File: src/sv/bclpd_pkg.sv
// ----------------------------------------------------------------------------
// bclpd_pkg
// Types, codes and helpers for the button click / long press detector.
// ----------------------------------------------------------------------------
package bclpd_pkg;

    localparam int CNT_W  = 16;
    localparam int TICK_W = 8;
    localparam int CFG_W  = 16;
    localparam int ADDR_W = 3;

    // Configuration register indexes.
    typedef enum logic [ADDR_W-1:0] {
        REG_TICK_MS       = 3'd0,
        REG_SCAN_INTERVAL = 3'd1,
        REG_DOUBLE_WINDOW = 3'd2,
        REG_SHORT_HOLD    = 3'd3,
        REG_LONG_HOLD     = 3'd4
    } reg_index_t;

    // Key event codes.
    typedef enum logic [2:0] {
        EV_RELEASED  = 3'd0,
        EV_SINGLE    = 3'd1,
        EV_DOUBLE    = 3'd2,
        EV_SHORT     = 3'd3,
        EV_SHORT_REL = 3'd4,
        EV_LONG      = 3'd5
    } key_event_t;

    // One result beat, scanned in the lowest bit.
    typedef struct packed {
        logic       power_cut;
        logic       shutdown_request;
        logic       power_out_on;
        key_event_t key_event;
        logic       scanned;
    } result_t;

    localparam int RES_W   = $bits(result_t);
    localparam int TDATA_W = ((RES_W + 7) / 8) * 8;

    // Millisecond counter advance, held at all ones instead of wrapping.
    function automatic logic [CNT_W-1:0] sat_add(input logic [CNT_W-1:0] cnt,
                                                 input logic [TICK_W-1:0] tick);
        logic [CNT_W:0] sum;
        sum = {1'b0, cnt} + {{(CNT_W + 1 - TICK_W){1'b0}}, tick};
        return sum[CNT_W] ? {CNT_W{1'b1}} : sum[CNT_W-1:0];
    endfunction

endpackage

File: src/sv/button_click_long_press_detector.sv
// ----------------------------------------------------------------------------
// button_click_long_press_detector
// Debounces a sampled button on timer ticks and reports clicks and holds.
// ----------------------------------------------------------------------------
//  Channel   Ports            Beat contents (lowest bit first)
//  input     s_t*             button_level
//  result    m_t*             scanned, key_event[2:0], power_out_on,
//                             shutdown_request, power_cut
//  config    cfg_*            write enable, register index, data
//
// Each tick beat is processed in the cycle it is accepted; its result is
// registered and shows on m_tdata in the next cycle unless the output is
// stalled. One beat per cycle is sustained while m_tready is high. The result
// and skid registers let the input accept one more beat while m_tready is low;
// input ready drops only when both are full. Reset is synchronous and restores
// the register defaults and clears the counters and the machine.
module button_click_long_press_detector
    import bclpd_pkg::*;
(
    input  logic                aclk,
    input  logic                aresetn,

    input  logic                s_tvalid,
    output logic                s_tready,
    input  logic [7:0]          s_tdata,   // [0] button_level

    output logic                m_tvalid,
    input  logic                m_tready,
    output logic [TDATA_W-1:0]  m_tdata,   // [0] scanned, [3:1] key_event,
                                           // [4] power_out_on,
                                           // [5] shutdown_request, [6] power_cut

    input  logic                cfg_we,
    input  logic [ADDR_W-1:0]   cfg_addr,
    input  logic [CFG_W-1:0]    cfg_wdata
);

    typedef enum logic [1:0] {
        ST_UP          = 2'd0,
        ST_DOWN_BOUNCE = 2'd1,
        ST_DOWN        = 2'd2,
        ST_UP_BOUNCE   = 2'd3
    } db_state_t;

    logic [TICK_W-1:0] tick_ms_reg;
    logic [CFG_W-1:0]  scan_interval_reg;
    logic [CFG_W-1:0]  double_window_reg;
    logic [CFG_W-1:0]  short_hold_reg;
    logic [CFG_W-1:0]  long_hold_reg;

    db_state_t         state_reg, state_next;
    key_event_t        event_reg, event_next;
    logic              pending_reg, pending_next;
    logic [CNT_W-1:0]  scan_reg, scan_next;
    logic [CNT_W-1:0]  hold_reg, hold_next;
    logic [CNT_W-1:0]  gap_reg, gap_next;

    logic              out_valid_reg;
    result_t           out_reg;
    logic              skid_valid_reg;
    result_t           skid_reg;

    logic              pressed;
    logic              do_scan;
    logic [CNT_W-1:0]  scan_adv, hold_adv, gap_adv;
    result_t           res;
    logic              in_fire, out_fire;

    assign s_tready = !skid_valid_reg;
    assign m_tvalid = out_valid_reg;
    assign m_tdata  = {{(TDATA_W - RES_W){1'b0}}, out_reg};
    assign in_fire  = s_tvalid && s_tready;
    assign out_fire = out_valid_reg && m_tready;

    always_comb begin
        pressed  = !s_tdata[0];
        scan_adv = sat_add(scan_reg, tick_ms_reg);
        hold_adv = sat_add(hold_reg, tick_ms_reg);
        gap_adv  = sat_add(gap_reg, tick_ms_reg);
        do_scan  = scan_adv > scan_interval_reg;

        state_next   = state_reg;
        event_next   = event_reg;
        pending_next = pending_reg;
        scan_next    = do_scan ? '0 : scan_adv;
        hold_next    = hold_adv;
        gap_next     = gap_adv;

        if (do_scan) begin
            unique case (state_reg)
                ST_UP: begin
                    if (pressed) begin
                        state_next = ST_DOWN_BOUNCE;
                    end else if (pending_reg) begin
                        if (gap_adv > double_window_reg) begin
                            event_next   = EV_SINGLE;
                            pending_next = 1'b0;
                        end
                    end else begin
                        event_next = EV_RELEASED;
                    end
                end
                ST_DOWN_BOUNCE: begin
                    if (pressed) begin
                        state_next = ST_DOWN;
                        hold_next  = '0;
                    end else begin
                        state_next = ST_UP;
                    end
                end
                ST_DOWN: begin
                    if (!pressed) begin
                        state_next = ST_UP_BOUNCE;
                    end else if (hold_adv > long_hold_reg) begin
                        event_next = EV_LONG;
                    end else if (hold_adv > short_hold_reg) begin
                        event_next = EV_SHORT;
                    end
                end
                ST_UP_BOUNCE: begin
                    if (pressed) begin
                        state_next = ST_DOWN;
                    end else begin
                        state_next = ST_UP;
                        hold_next  = '0;
                        if (event_reg == EV_SHORT) begin
                            event_next   = EV_SHORT_REL;
                            pending_next = 1'b0;
                        end else if (event_reg == EV_LONG) begin
                            // A release after a long hold keeps the event.
                            pending_next = 1'b0;
                        end else if (pending_reg) begin
                            event_next   = EV_DOUBLE;
                            pending_next = 1'b0;
                        end else begin
                            pending_next = 1'b1;
                            gap_next     = '0;
                        end
                    end
                end
                default: begin
                    state_next = ST_UP;
                end
            endcase
        end

        res.scanned          = do_scan;
        res.key_event        = event_next;
        res.power_out_on     = do_scan && (event_next == EV_SINGLE);
        res.shutdown_request = do_scan && (event_next == EV_SHORT_REL);
        res.power_cut        = do_scan && (event_next == EV_LONG);
    end

    always_ff @(posedge aclk) begin
        if (!aresetn) begin
            tick_ms_reg       <= TICK_W'(5);
            scan_interval_reg <= CFG_W'(10);
            double_window_reg <= CFG_W'(200);
            short_hold_reg    <= CFG_W'(2000);
            long_hold_reg     <= CFG_W'(5000);
            state_reg         <= ST_UP;
            event_reg         <= EV_RELEASED;
            pending_reg       <= 1'b0;
            scan_reg          <= '0;
            hold_reg          <= '0;
            gap_reg           <= '0;
            out_valid_reg     <= 1'b0;
            skid_valid_reg    <= 1'b0;
        end else begin
            if (cfg_we) begin
                unique case (cfg_addr)
                    REG_TICK_MS:       tick_ms_reg       <= cfg_wdata[TICK_W-1:0];
                    REG_SCAN_INTERVAL: scan_interval_reg <= cfg_wdata;
                    REG_DOUBLE_WINDOW: double_window_reg <= cfg_wdata;
                    REG_SHORT_HOLD:    short_hold_reg    <= cfg_wdata;
                    REG_LONG_HOLD:     long_hold_reg     <= cfg_wdata;
                    default: begin
                    end
                endcase
            end

            if (in_fire) begin
                state_reg   <= state_next;
                event_reg   <= event_next;
                pending_reg <= pending_next;
                scan_reg    <= scan_next;
                hold_reg    <= hold_next;
                gap_reg     <= gap_next;
            end

            // Output stage: the skid entry drains first, new beats follow.
            if (skid_valid_reg) begin
                if (out_fire) begin
                    out_reg        <= skid_reg;
                    skid_valid_reg <= 1'b0;
                end
            end else if (in_fire) begin
                if (!out_valid_reg || out_fire) begin
                    out_reg       <= res;
                    out_valid_reg <= 1'b1;
                end else begin
                    skid_reg       <= res;
                    skid_valid_reg <= 1'b1;
                end
            end else if (out_fire) begin
                out_valid_reg <= 1'b0;
            end
        end
    end

endmodule

File: config.mk
export PLATFORM = sky130hd
export DESIGN_NAME = button_click_long_press_detector
export DESIGN_NICKNAME = d
export VERILOG_FILES = /design/src/sv/bclpd_pkg.sv /design/src/sv/button_click_long_press_detector.sv
export SDC_FILE = /design/constraint.sdc
export NUM_CORES = 1
export LEC_CHECK = 0
export BUFFER_PORTS_ARGS = -buffer_cell sky130_fd_sc_hd__buf_4
export CAP_MARGIN = 40
export CORE_UTILIZATION = 45
export CTS_CLUSTER_SIZE = 8
export DETAILED_ROUTE_END_ITERATION = 12
export PLACE_DENSITY = 0.64
export SYNTH_ARGS = -nofsm -noshare
export SYNTH_HDL_FRONTEND = slang
export SYNTH_SLANG_ARGS = --single-unit
export TNS_END_PERCENT = 50
File: constraint.sdc
create_clock -name aclk -period 6.6 [get_ports aclk]
set_input_delay 0.33 -clock aclk [delete_from_list [all_inputs] [get_ports aclk]]
set_output_delay 0.33 -clock aclk [all_outputs]
set_load 0.01 [all_outputs]
==> results.md, run 1 <==
* FMAX at 184.8 MHz
* IR drop worst, VDD at 210.5 uV
* GR Util met1 at 0.3321
* Starting Density at 0.4617
* Worst setup EP type: flop
* FILL cells at 1,854
* DP Wirelength at 16,310 um
* Num CTS Buffers at 17
* Final Power at 2205 uW
* Leading cell type by number of instances after synthesis: nand2_1
* Vias at 7,631
* Sequential area share after synthesis at 0.3443
* Clk sinks at 142
* RSZ-0062 raised after global routing: false
* N_diodes at 0
* Post-synth EDFFs at 14
* Largest area contributor in the netlist: dfxtp_1
* CP max FO at 8
* Reg2Reg Depth at 18
* DR pass1 iterations at 5
* Total gr overflow at 0
* Crit path kind: flop to flop
* Resize count post-CTS at 0
* Clk_lat worst skew at 430 ps
* Setup violations, final at 0
* Routed WL per cell at 16.60 um
* Part of the power in registers at 0.417
* Syn Inst Count at 1,098
* Routed WL at 22,560 um
* Switch share at 0.2752
* Global-route met2 utilization at 0.3849
* IO Port Bufs at 33
* Detail Route Antenna Nets at 0
* Clock Tree Root: clkbuf_16
* Status: completed
* Pint at 1598 uW
* Relative slew margins at 0.4365
* GPL Wtd Cong at 0.9032
* Worst R2R Setup Slack at 1190 ps
* CP arrival at 5590 ps
* MaxCap Viol Count at 0
* Total track usage at 0.2392
* Most Used Layer, Global Route: met2
* Worst r2r dst: m_tdata[3]
* Fin. Hold Viols at 0
* Commonest cells post-synth: nand2_1 (222), a21oi_1 (135), dfxtp_1 (128)
* Syn Nets at 1,219
* Met3 Resource Use GR at 0.03601
* Synth Cell Area at 0.008665 mm^2
* Max Buffers Root-to-Sink at 2
* CTS tree: done
* FFs w/ async S/R, synth at 0
* DRC at 0
* Largest net degree at the start of global routing at 58
* Fin crit share at 0.8199
* FP Rows at 50
* Ranking of synthesized cells by area: dfxtp_1 (30%), ha_1 (12%), nand2_1 (9.6%)
* Hold_buf cts at 0
* Final Util at 0.5173
* Nets at 1,233
* Netlist cell types at 75
* Setup Skew at 10.22 ps
* Hold endpoint: skid_valid_reg
* Hold Crit Depth at 2
* Post-DR vias/cell at 5.615
* Die area at 0.01981 mm^2
* Die Height at 140.8 um
* FF-to-FF Start: tick_ms_reg[0]
* Ys flop type: dfxtp_1
* I/O pin total at 42
* Final non-filler cell total at 1,359
* Crit. Startpoint: tick_ms_reg[0]
* P per Cell Area at 227.1 mW/mm^2
* Multi-input logic area at 0.005160 mm^2
* Synth Warn # at 0
* Psw at 606.8 uW
* Vias in the first global route at 7,077
* Core box area at 0.01877 mm^2
* CP startpoint kind: flop
* Post-Route Setup TNS at 0 ps
* Worst Tran Pin Value at 845.3 ps
* Ratio of cells with drive above 1 in the final layout at 0.09600
* Setup bufs post-CTS at 0
* Tmin final at 5411 ps
* First-pass GRT wire length at 37,120 um
* Leakage dissipation at 0.004071 uW
* Reg area at 0.002983 mm^2
* Worst hold path type: input port to flop
* WP data required at 6780 ps
* Pins Over Slew Limit at 0
* Reg clk slew, reported paths at 60 ps
* Register bit total from synthesis at 142
* Area share of the largest cell type after synthesis at 0.2957
* Synth-to-layout area growth at 12.06%
* H-tree depth at 4
* Gate power share at 0.149
* DR iter-0 viols at 435
* Hold Crit Start: m_tready
* Clock group share of total power at 0.433
* Syn avg cell area at 7.891 um^2
* # placed instances at 1,327
* Number of antenna violations at the first check in global routing at 0
* Die W at 140.8 um
[worst max-delay path by stage]
stage / slack [ps] / end / cells after the start
after global placement: 1300 / m_tdata[3] / 19
after floorplan: 1890 / m_tdata[6] / 19
after CTS: 1220 / m_tdata[6] / 19
after detailed placement: 1260 / m_tdata[5] / 20
final: 1190 / m_tdata[3] / 18
after global routing: 720 / m_tdata[5] / 20
[metrics by stage]
| stage | setup slack, ps | instance area, um^2 | hold WS, ps |
|---|---|---|---|
| after floorplan | 1890 | 8665 | 430.1 |
| after global placement | 1303 | 9081 | 442.2 |
| after detailed placement | 1257 | 9124 | 446.3 |
| after CTS | 1224 | 9709 | 94.95 |
| after global routing | 717.1 | 9709 | 116.5 |
| final | 1189 | 9709 | 108.6 |
[placed cells by master, fill, tap and decap left out, types with 3 or more instances in the layout]
cell type    n
nand2b_1     8
or2_2        4
o21a_1       8
mux2_2       5
dfxtp_1    128
nand3_1     19
a21oi_1    135
nor2b_1      5
mux2i_1      3
nor3_1      11
xnor2_1     19
edfxtp_1    14
a211oi_1     7
and4_1       4
xor2_1      11
a31o_2       6
a22oi_1     18
nand4_1     19
o21ai_0     31
o211ai_1    20
and3_1      17
clkbuf_8     3
inv_1       84
and2_1       8
nor2_1      57
o31ai_1      3
a31oi_1     14
fa_1         3
nor4_1       6
ha_1        86
nand2_1    222
a21o_1      14
clkbuf_16   18
o22ai_1      3
o21bai_1     8
buf_4       45
[power by group through the flow]
| stage | Clock [uW] | Sequential, uW | Combinational (uW) |
|---|---|---|---|
| CTS | 970 | 920 | 331 |
| floorplan | 0 | 932 | 228 |
| detailed placement | 0 | 939 | 328 |
| global route | 1010 | 924 | 374 |
| global placement | 0 | 939 | 321 |
| finish | 955 | 921 | 330 |
[critical path, stage by stage, from the launching register on]
cell       delay, ps
dfxtp_1          390
ha_1             260
fa_1             430
a211oi_2         250
o21ai_1          180
a21o_1           230
a21oi_1          300
nor2_1           120
nand3_1          110
mux2_2           390
ha_1             330
nand4_1          120
nor3_1            60
a2111oi_0        460
a21oi_1          160
or4b_4           590
a32oi_1          260
o211ai_2         210
mux2_2           320
[cell type report]
| class | count | area share |
|---|---|---|
| inverter | 86 | 0.03325 |
| multi-input combinational | 819 | 0.5314 |
| tap | 234 | 0.03015 |
| sequential | 142 | 0.3072 |
| clock buffer | 24 | 0.05219 |
| timing repair buffer | 46 | 0.03763 |
| clock inverter | 8 | 0.008119 |
[logic make-up (layout without fill, tap and decap cells)]
logic type / after synthesis / in the layout / synth area share
XOR/XNOR: 30 / 30 / 0.03032
AND/OR/NAND/NOR: 389 / 389 / 0.1999
multiplexers: 8 / 8 / 0.009964
other: 1 / 1 / 0.0004328
flip-flops: 142 / 142 / 0.3443
buffers and inverters: 137 / 164 / 0.06022
AO/OA/AOI/OAI: 301 / 301 / 0.2227
adder cells (fa/ha/maj): 90 / 90 / 0.1323
[routing by layer]
layer	routed length (um)	part of all wire
met1	11130	0.49
met2	10110	0.45
met3	997	0.044
met4	313	0.014
met5	0	0
(Power assumes the default switching activity.)
==> run 2, diff against run 1 <==
ABC_AREA = 1   (was default)
clock period = 5.5 ns   (was 6.6 ns; I/O delays follow)
==> results.md, run 2 <==
* Worst path slowest cell: nor3_1
* Syn Nets at 1,318
* Relative slew margins at 0.4246
* GPL Wtd Cong at 0.8490
* Ranking of synthesized cells by area: dfxtp_1 (30%), ha_1 (13%), nand2_1 (12%)
* Sequential area share after synthesis at 0.3471
* Synth-to-layout area growth at 11.54%
* Crit path depth at 31
* IO Port Bufs at 33
* FFs w/ async S/R, synth at 0
* Setup violations, final at 0
* DRC at 0
* Commonest cells after routing, fill and taps aside: nand2_1 (267), a21oi_1 (156), inv_1 (153)
* Vias at 7,485
* FP Rows at 50
* Total gr overflow at 0
* N_diodes at 0
* CTS tree: done
* Cell family with most CP delay: simple AND/OR/NAND/NOR gates
* Reg clk slew, reported paths at 70 ps
* P per Cell Area at 277.5 mW/mm^2
* Hold_buf cts at 0
* First-pass GRT wire length at 34,890 um
* CP startpoint kind: flop
* IR drop worst, VDD at 240.4 uV
* DR pass1 iterations at 5
* Total track usage at 0.2280
* Register bit total from synthesis at 142
* Post-Route Setup TNS at 0 ps
* I/O pin total at 42
* Commonest non-fill, non-tap cell in the layout: nand2_1
* DR iter-0 viols at 454
* Area share of the largest cell type after synthesis at 0.2982
* Critical path's most frequent cell: nand2_1
* Post-DR vias/cell at 5.102
* Fin. Hold Viols at 0
* Worst Tran Pin Value at 856.5 ps
* Worst hold path type: input port to flop
* Clk_lat worst skew at 430 ps
* MaxCap Viol Count at 0
* Status: completed
* Synth Cell Area at 0.008594 mm^2
* WP data required at 5690 ps
* Resize count post-CTS at 0
* Switch share at 0.3063
* Vias in the first global route at 7,007
* RSZ-0062 raised after global routing: false
* Netlist cell types at 47
* Fin crit share at 0.8436
* Routed WL per cell at 14.30 um
* Clock group share of total power at 0.410
* Worst setup EP type: flop
* Setup Skew at 11.80 ps
* Post-synth EDFFs at 14
* Syn Inst Count at 1,197
* Gate power share at 0.169
* Buffer and inverter count on the worst path at 4
* H-tree depth at 4
* Setup bufs post-CTS at 0
* Synth Warn # at 0
* Die area at 0.01966 mm^2
* Clk sinks at 142
* Multi-input logic area at 0.004840 mm^2
* Largest net degree at the start of global routing at 74
* Die Height at 140.2 um
* Tmin final at 4640 ps
* Clock Tree Root: clkbuf_16
* Core box area at 0.01871 mm^2
* Commonest cells post-synth: nand2_1 (268), a21oi_1 (156), inv_1 (154)
* Leading cell type by number of instances after synthesis: nand2_1
* Final Util at 0.5125
* Ratio of cells with drive above 1 in the final layout at 0.1095
* DP Wirelength at 15,040 um
* Reg2Reg Depth at 31
* FILL cells at 1,820
* Die W at 140.2 um
* Syn avg cell area at 7.180 um^2
* Number of antenna violations at the first check in global routing at 0
* Routed WL at 20,980 um
* Leakage dissipation at 0.004436 uW
* CP arrival at 4830 ps
* Starting Density at 0.4595
* CP max FO at 12
* Hold Crit Depth at 2
* Crit-path max cell delay at 400 ps
* Detail Route Antenna Nets at 0
* Crit path kind: flop to flop
* Reg area at 0.002983 mm^2
* Max Buffers Root-to-Sink at 2
* Nets at 1,341
* Psw at 814.7 uW
* Pint at 1845 uW
* Num CTS Buffers at 17
* FMAX at 215.5 MHz
* Largest area contributor in the netlist: dfxtp_1
* Part of the power in registers at 0.421
* Ys flop type: dfxtp_1
* Pins Over Slew Limit at 0
==> run 2: changes by cell type in the layout (fill, tap and decap cells not counted), sizes merged, moves of 11 or more <==
cell	change
o21ai	+71
nand2	+64
a21oi	+22
nand4	-14
a21o	-11
nand3	+30
xnor2	-12
and3	-17
a31oi	-11
inv	+82
a22oi	-18
nor2	+33
==> run 2: cells by family (layout without fill, tap and decap cells) <==
kind of cell,Yosys count,in the layout,share of synthesized area
XOR/XNOR,11,11,0.01121
AND/OR/NAND/NOR,464,464,0.2363
adder cells (fa/ha/maj),89,89,0.1322
buffers and inverters,200,236,0.09011
AO/OA/AOI/OAI,290,290,0.1827
flip-flops,142,142,0.3471
other,1,1,0.0004363
==> run 2: final timing paths <==
path	from	end	slack [ps]
max	tick_ms_reg[0]	m_tdata[6]	860
min	s_tdata[0]	flop	120
max reg2reg	tick_ms_reg[0]	m_tdata[6]	860
min reg2reg	long_hold_reg[5]	long_hold_reg[5]	460
==> run 2: power by group through the flow <==
stage / combinational, uW / sequential, uW / clock (uW)
detailed placement: 449 / 1140 / 0
global placement: 439 / 1140 / 0
CTS: 452 / 1120 / 1110
floorplan: 321 / 1140 / 0
finish: 451 / 1120 / 1090
global route: 517 / 1120 / 1160
==> run 2: per-layer routing <==
metal / track usage / wire length (um)
met3: 0.04103 / 649
met2: 0.3718 / 9542
met5: 0 / 0
met4: 0.07172 / 376
met1: 0.3052 / 10410
==> run 2: layout make-up <==
class                           instances  area share
Timing Repair Buffer                   42     0.03237
Tap cell                              234     0.03054
Clock inverter                         15     0.01331
Inverter                              162     0.06343
Multi-Input combinational cell        855      0.5048
Sequential cell                       142      0.3111
Clock buffer                           17     0.04437
==> run 2: through the flow <==
step	setup slack (ps)	hold slack, ps	area, um^2	instances	power, uW
detailed placement	833.2	453.5	9034	1435	1591
global route	369.5	120.8	9587	1467	2801
finish	860.1	118.7	9587	1467	2660
CTS	818.0	103.3	9587	1467	2681
global placement	888.6	450.5	9016	1432	1580
floorplan	1786	401.3	8594	1197	1459
==> run 3, diff against run 2 <==
clock period = 4.3 ns   (was 5.5 ns; I/O delays follow)
==> results.md, run 3 (synthesized netlist as in run 2, its figures left out) <==
* Status: completed
* Commonest non-fill, non-tap cell in the layout: nand2_1
* Post-Route M1 WL at 10,530 um
* FMAX at 247.7 MHz
* Hold Crit Depth at 2
* CP startpoint kind: flop
* DP Wirelength at 15,350 um
* Reg clk slew, reported paths at 70 ps
* Clk_lat worst skew at 430 ps
* CP arrival at 4230 ps
* Worst path slowest cell: dfxtp_2
* Clock Tree Root: clkbuf_16
* MaxCap Viol Count at 0
* DRC at 0
* Setup Skew at 9.993 ps
* Setup violations, final at 0
* Final Power at 3471 uW
* Reg2Reg Depth at 34
* Hold Crit Start: s_tdata[0]
* Post-Route Setup TNS at 0 ps
* Worst Tran Pin Value at 750.6 ps
* Post-DR vias/cell at 5.179
* DR iter-0 viols at 510
* H-tree depth at 4
* Num CTS Buffers at 17
* Vias at 7,717
* N_diodes at 0
* Largest net degree at the start of global routing at 74
* Ratio of cells with drive above 1 in the final layout at 0.1664
* Routed WL per cell at 14.61 um
* Fin. Hold Viols at 0
* Crit path kind: flop to flop
* Uppermost routed layer: met4
* Max Buffers Root-to-Sink at 2
* Clk sinks at 142
* Routed wl met3 at 772 um
* Leakage dissipation at 0.004579 uW
* Fin crit share at 0.9389
* FP Rows at 50
* Detail Route Antenna Nets at 0
* First-pass GRT wire length at 34,510 um
* DR pass1 iterations at 5
* P per Cell Area at 345.3 mW/mm^2
* Core box area at 0.01871 mm^2
* Total gr overflow at 0
* CTS tree: done
* Worst r2r dst: m_tdata[6]
* Met2 WL post-DR at 10,210 um
* GPL Wtd Cong at 0.8558
* IO Port Bufs at 33
* Worst hold path type: input port to flop
* Die W at 140.2 um
* WP data required at 4490 ps
* I/O pin total at 42
* Commonest cells after routing, fill and taps aside: nand2_1 (259), inv_1 (151), a21oi_1 (149)
* Starting Density at 0.4595
* Worst R2R Setup Slack at 260 ps
* Vias in the first global route at 6,973
* CP max FO at 6
* Die area at 0.01966 mm^2
* Crit-path max cell delay at 340 ps
* Number of antenna violations at the first check in global routing at 0
* Relative slew margins at 0.4991
* FF-to-FF Start: tick_ms_reg[0]
* Synth-to-layout area growth at 16.93%
* Total track usage at 0.2249
* Routed WL at 21,770 um
* Worst setup EP type: flop
* Final non-filler cell total at 1,490
* Die Height at 140.2 um
* # placed instances at 1,454
* Pins Over Slew Limit at 0
* IR drop worst, VDD at 320.7 uV
* Nets at 1,364
* Tmin final at 4037 ps
==> run 3: cell types whose count changed in the layout (fill, tap and decap cells not counted), moves of 7 or more <==
cell	delta
a21oi_1	-7
nor2_1	-7
a21oi_2	+7
nand2_1	-8
ha_1	-11
buf_4	+19
ha_4	+9
==> run 3: report_power, final <==
group | total [uW] | leakage (uW) | switching [uW] | internal (uW)
Clock | 1400 | 0.000259 | 643 | 753
Sequential | 1440 | 0.00118 | 34.8 | 1400
Combinational | 639 | 0.00314 | 392 | 246
Total | 3470 | 0.00458 | 1070 | 2400
==> run 3: cell type report <==
cell class / instances / area [um^2]
Inverter: 162 / 610.6
Tap cell: 234 / 292.8
Timing Repair Buffer: 65 / 500.5
Multi-Input combinational cell: 855 / 5104
Clock buffer: 17 / 425.4
Fill cell: 1775 / 8656
Clock inverter: 15 / 126.4
Sequential cell: 142 / 2990
==> run 3: metrics by stage <==
stage	hold slack (ps)	utilization	cell area, um^2	setup slack [ps]
global placement	452.2	0.4899	9164	82.30
floorplan	341.3	-	8594	586.2
CTS	37.54	0.5206	9738	7.740
detailed placement	454.8	0.4911	9186	39.72
finish	53.27	0.5373	10050	262.6
global route	56.22	0.5373	10050	-21.36
==> run 3: worst max path at each step <==
stage	from	to	slack (ps)
2_1_floorplan	tick_ms_reg[0]	m_tdata[4]	590
3_3_place_gp	tick_ms_reg[0]	m_tdata[6]	80
3_5_place_dp	tick_ms_reg[0]	m_tdata[6]	40
4_1_cts	tick_ms_reg[0]	m_tdata[6]	8
5_1_grt	tick_ms_reg[2]	m_tdata[5]	-20
6_report	tick_ms_reg[0]	m_tdata[6]	260
==> run 3: worst max-delay path, delay by kind of cell, from the launching register on <==
kind / cells / cell delay (ps)
compound gates: 4 / 420
fa+ha+maj: 3 / 850
buf+inv: 4 / 300
flops: 1 / 340
simple gates: 23 / 1900
==> run 3: routing by layer <==
layer  vias up  global-route usage
li1       4049                   -
met3        20             0.04171
met2       125              0.3779
met5         -                   0
met4         0             0.05726
met1      3523              0.2962
==> run 3: what timing repair did <==
| item | 4_1_cts | 5_1_grt |
|---|---|---|
| hold buffers | 0 | 0 |
| setup endpoints to repair | 0 | 66 |
| resized for setup | 0 | 64 |
| buffers inserted | 0 | 4 |
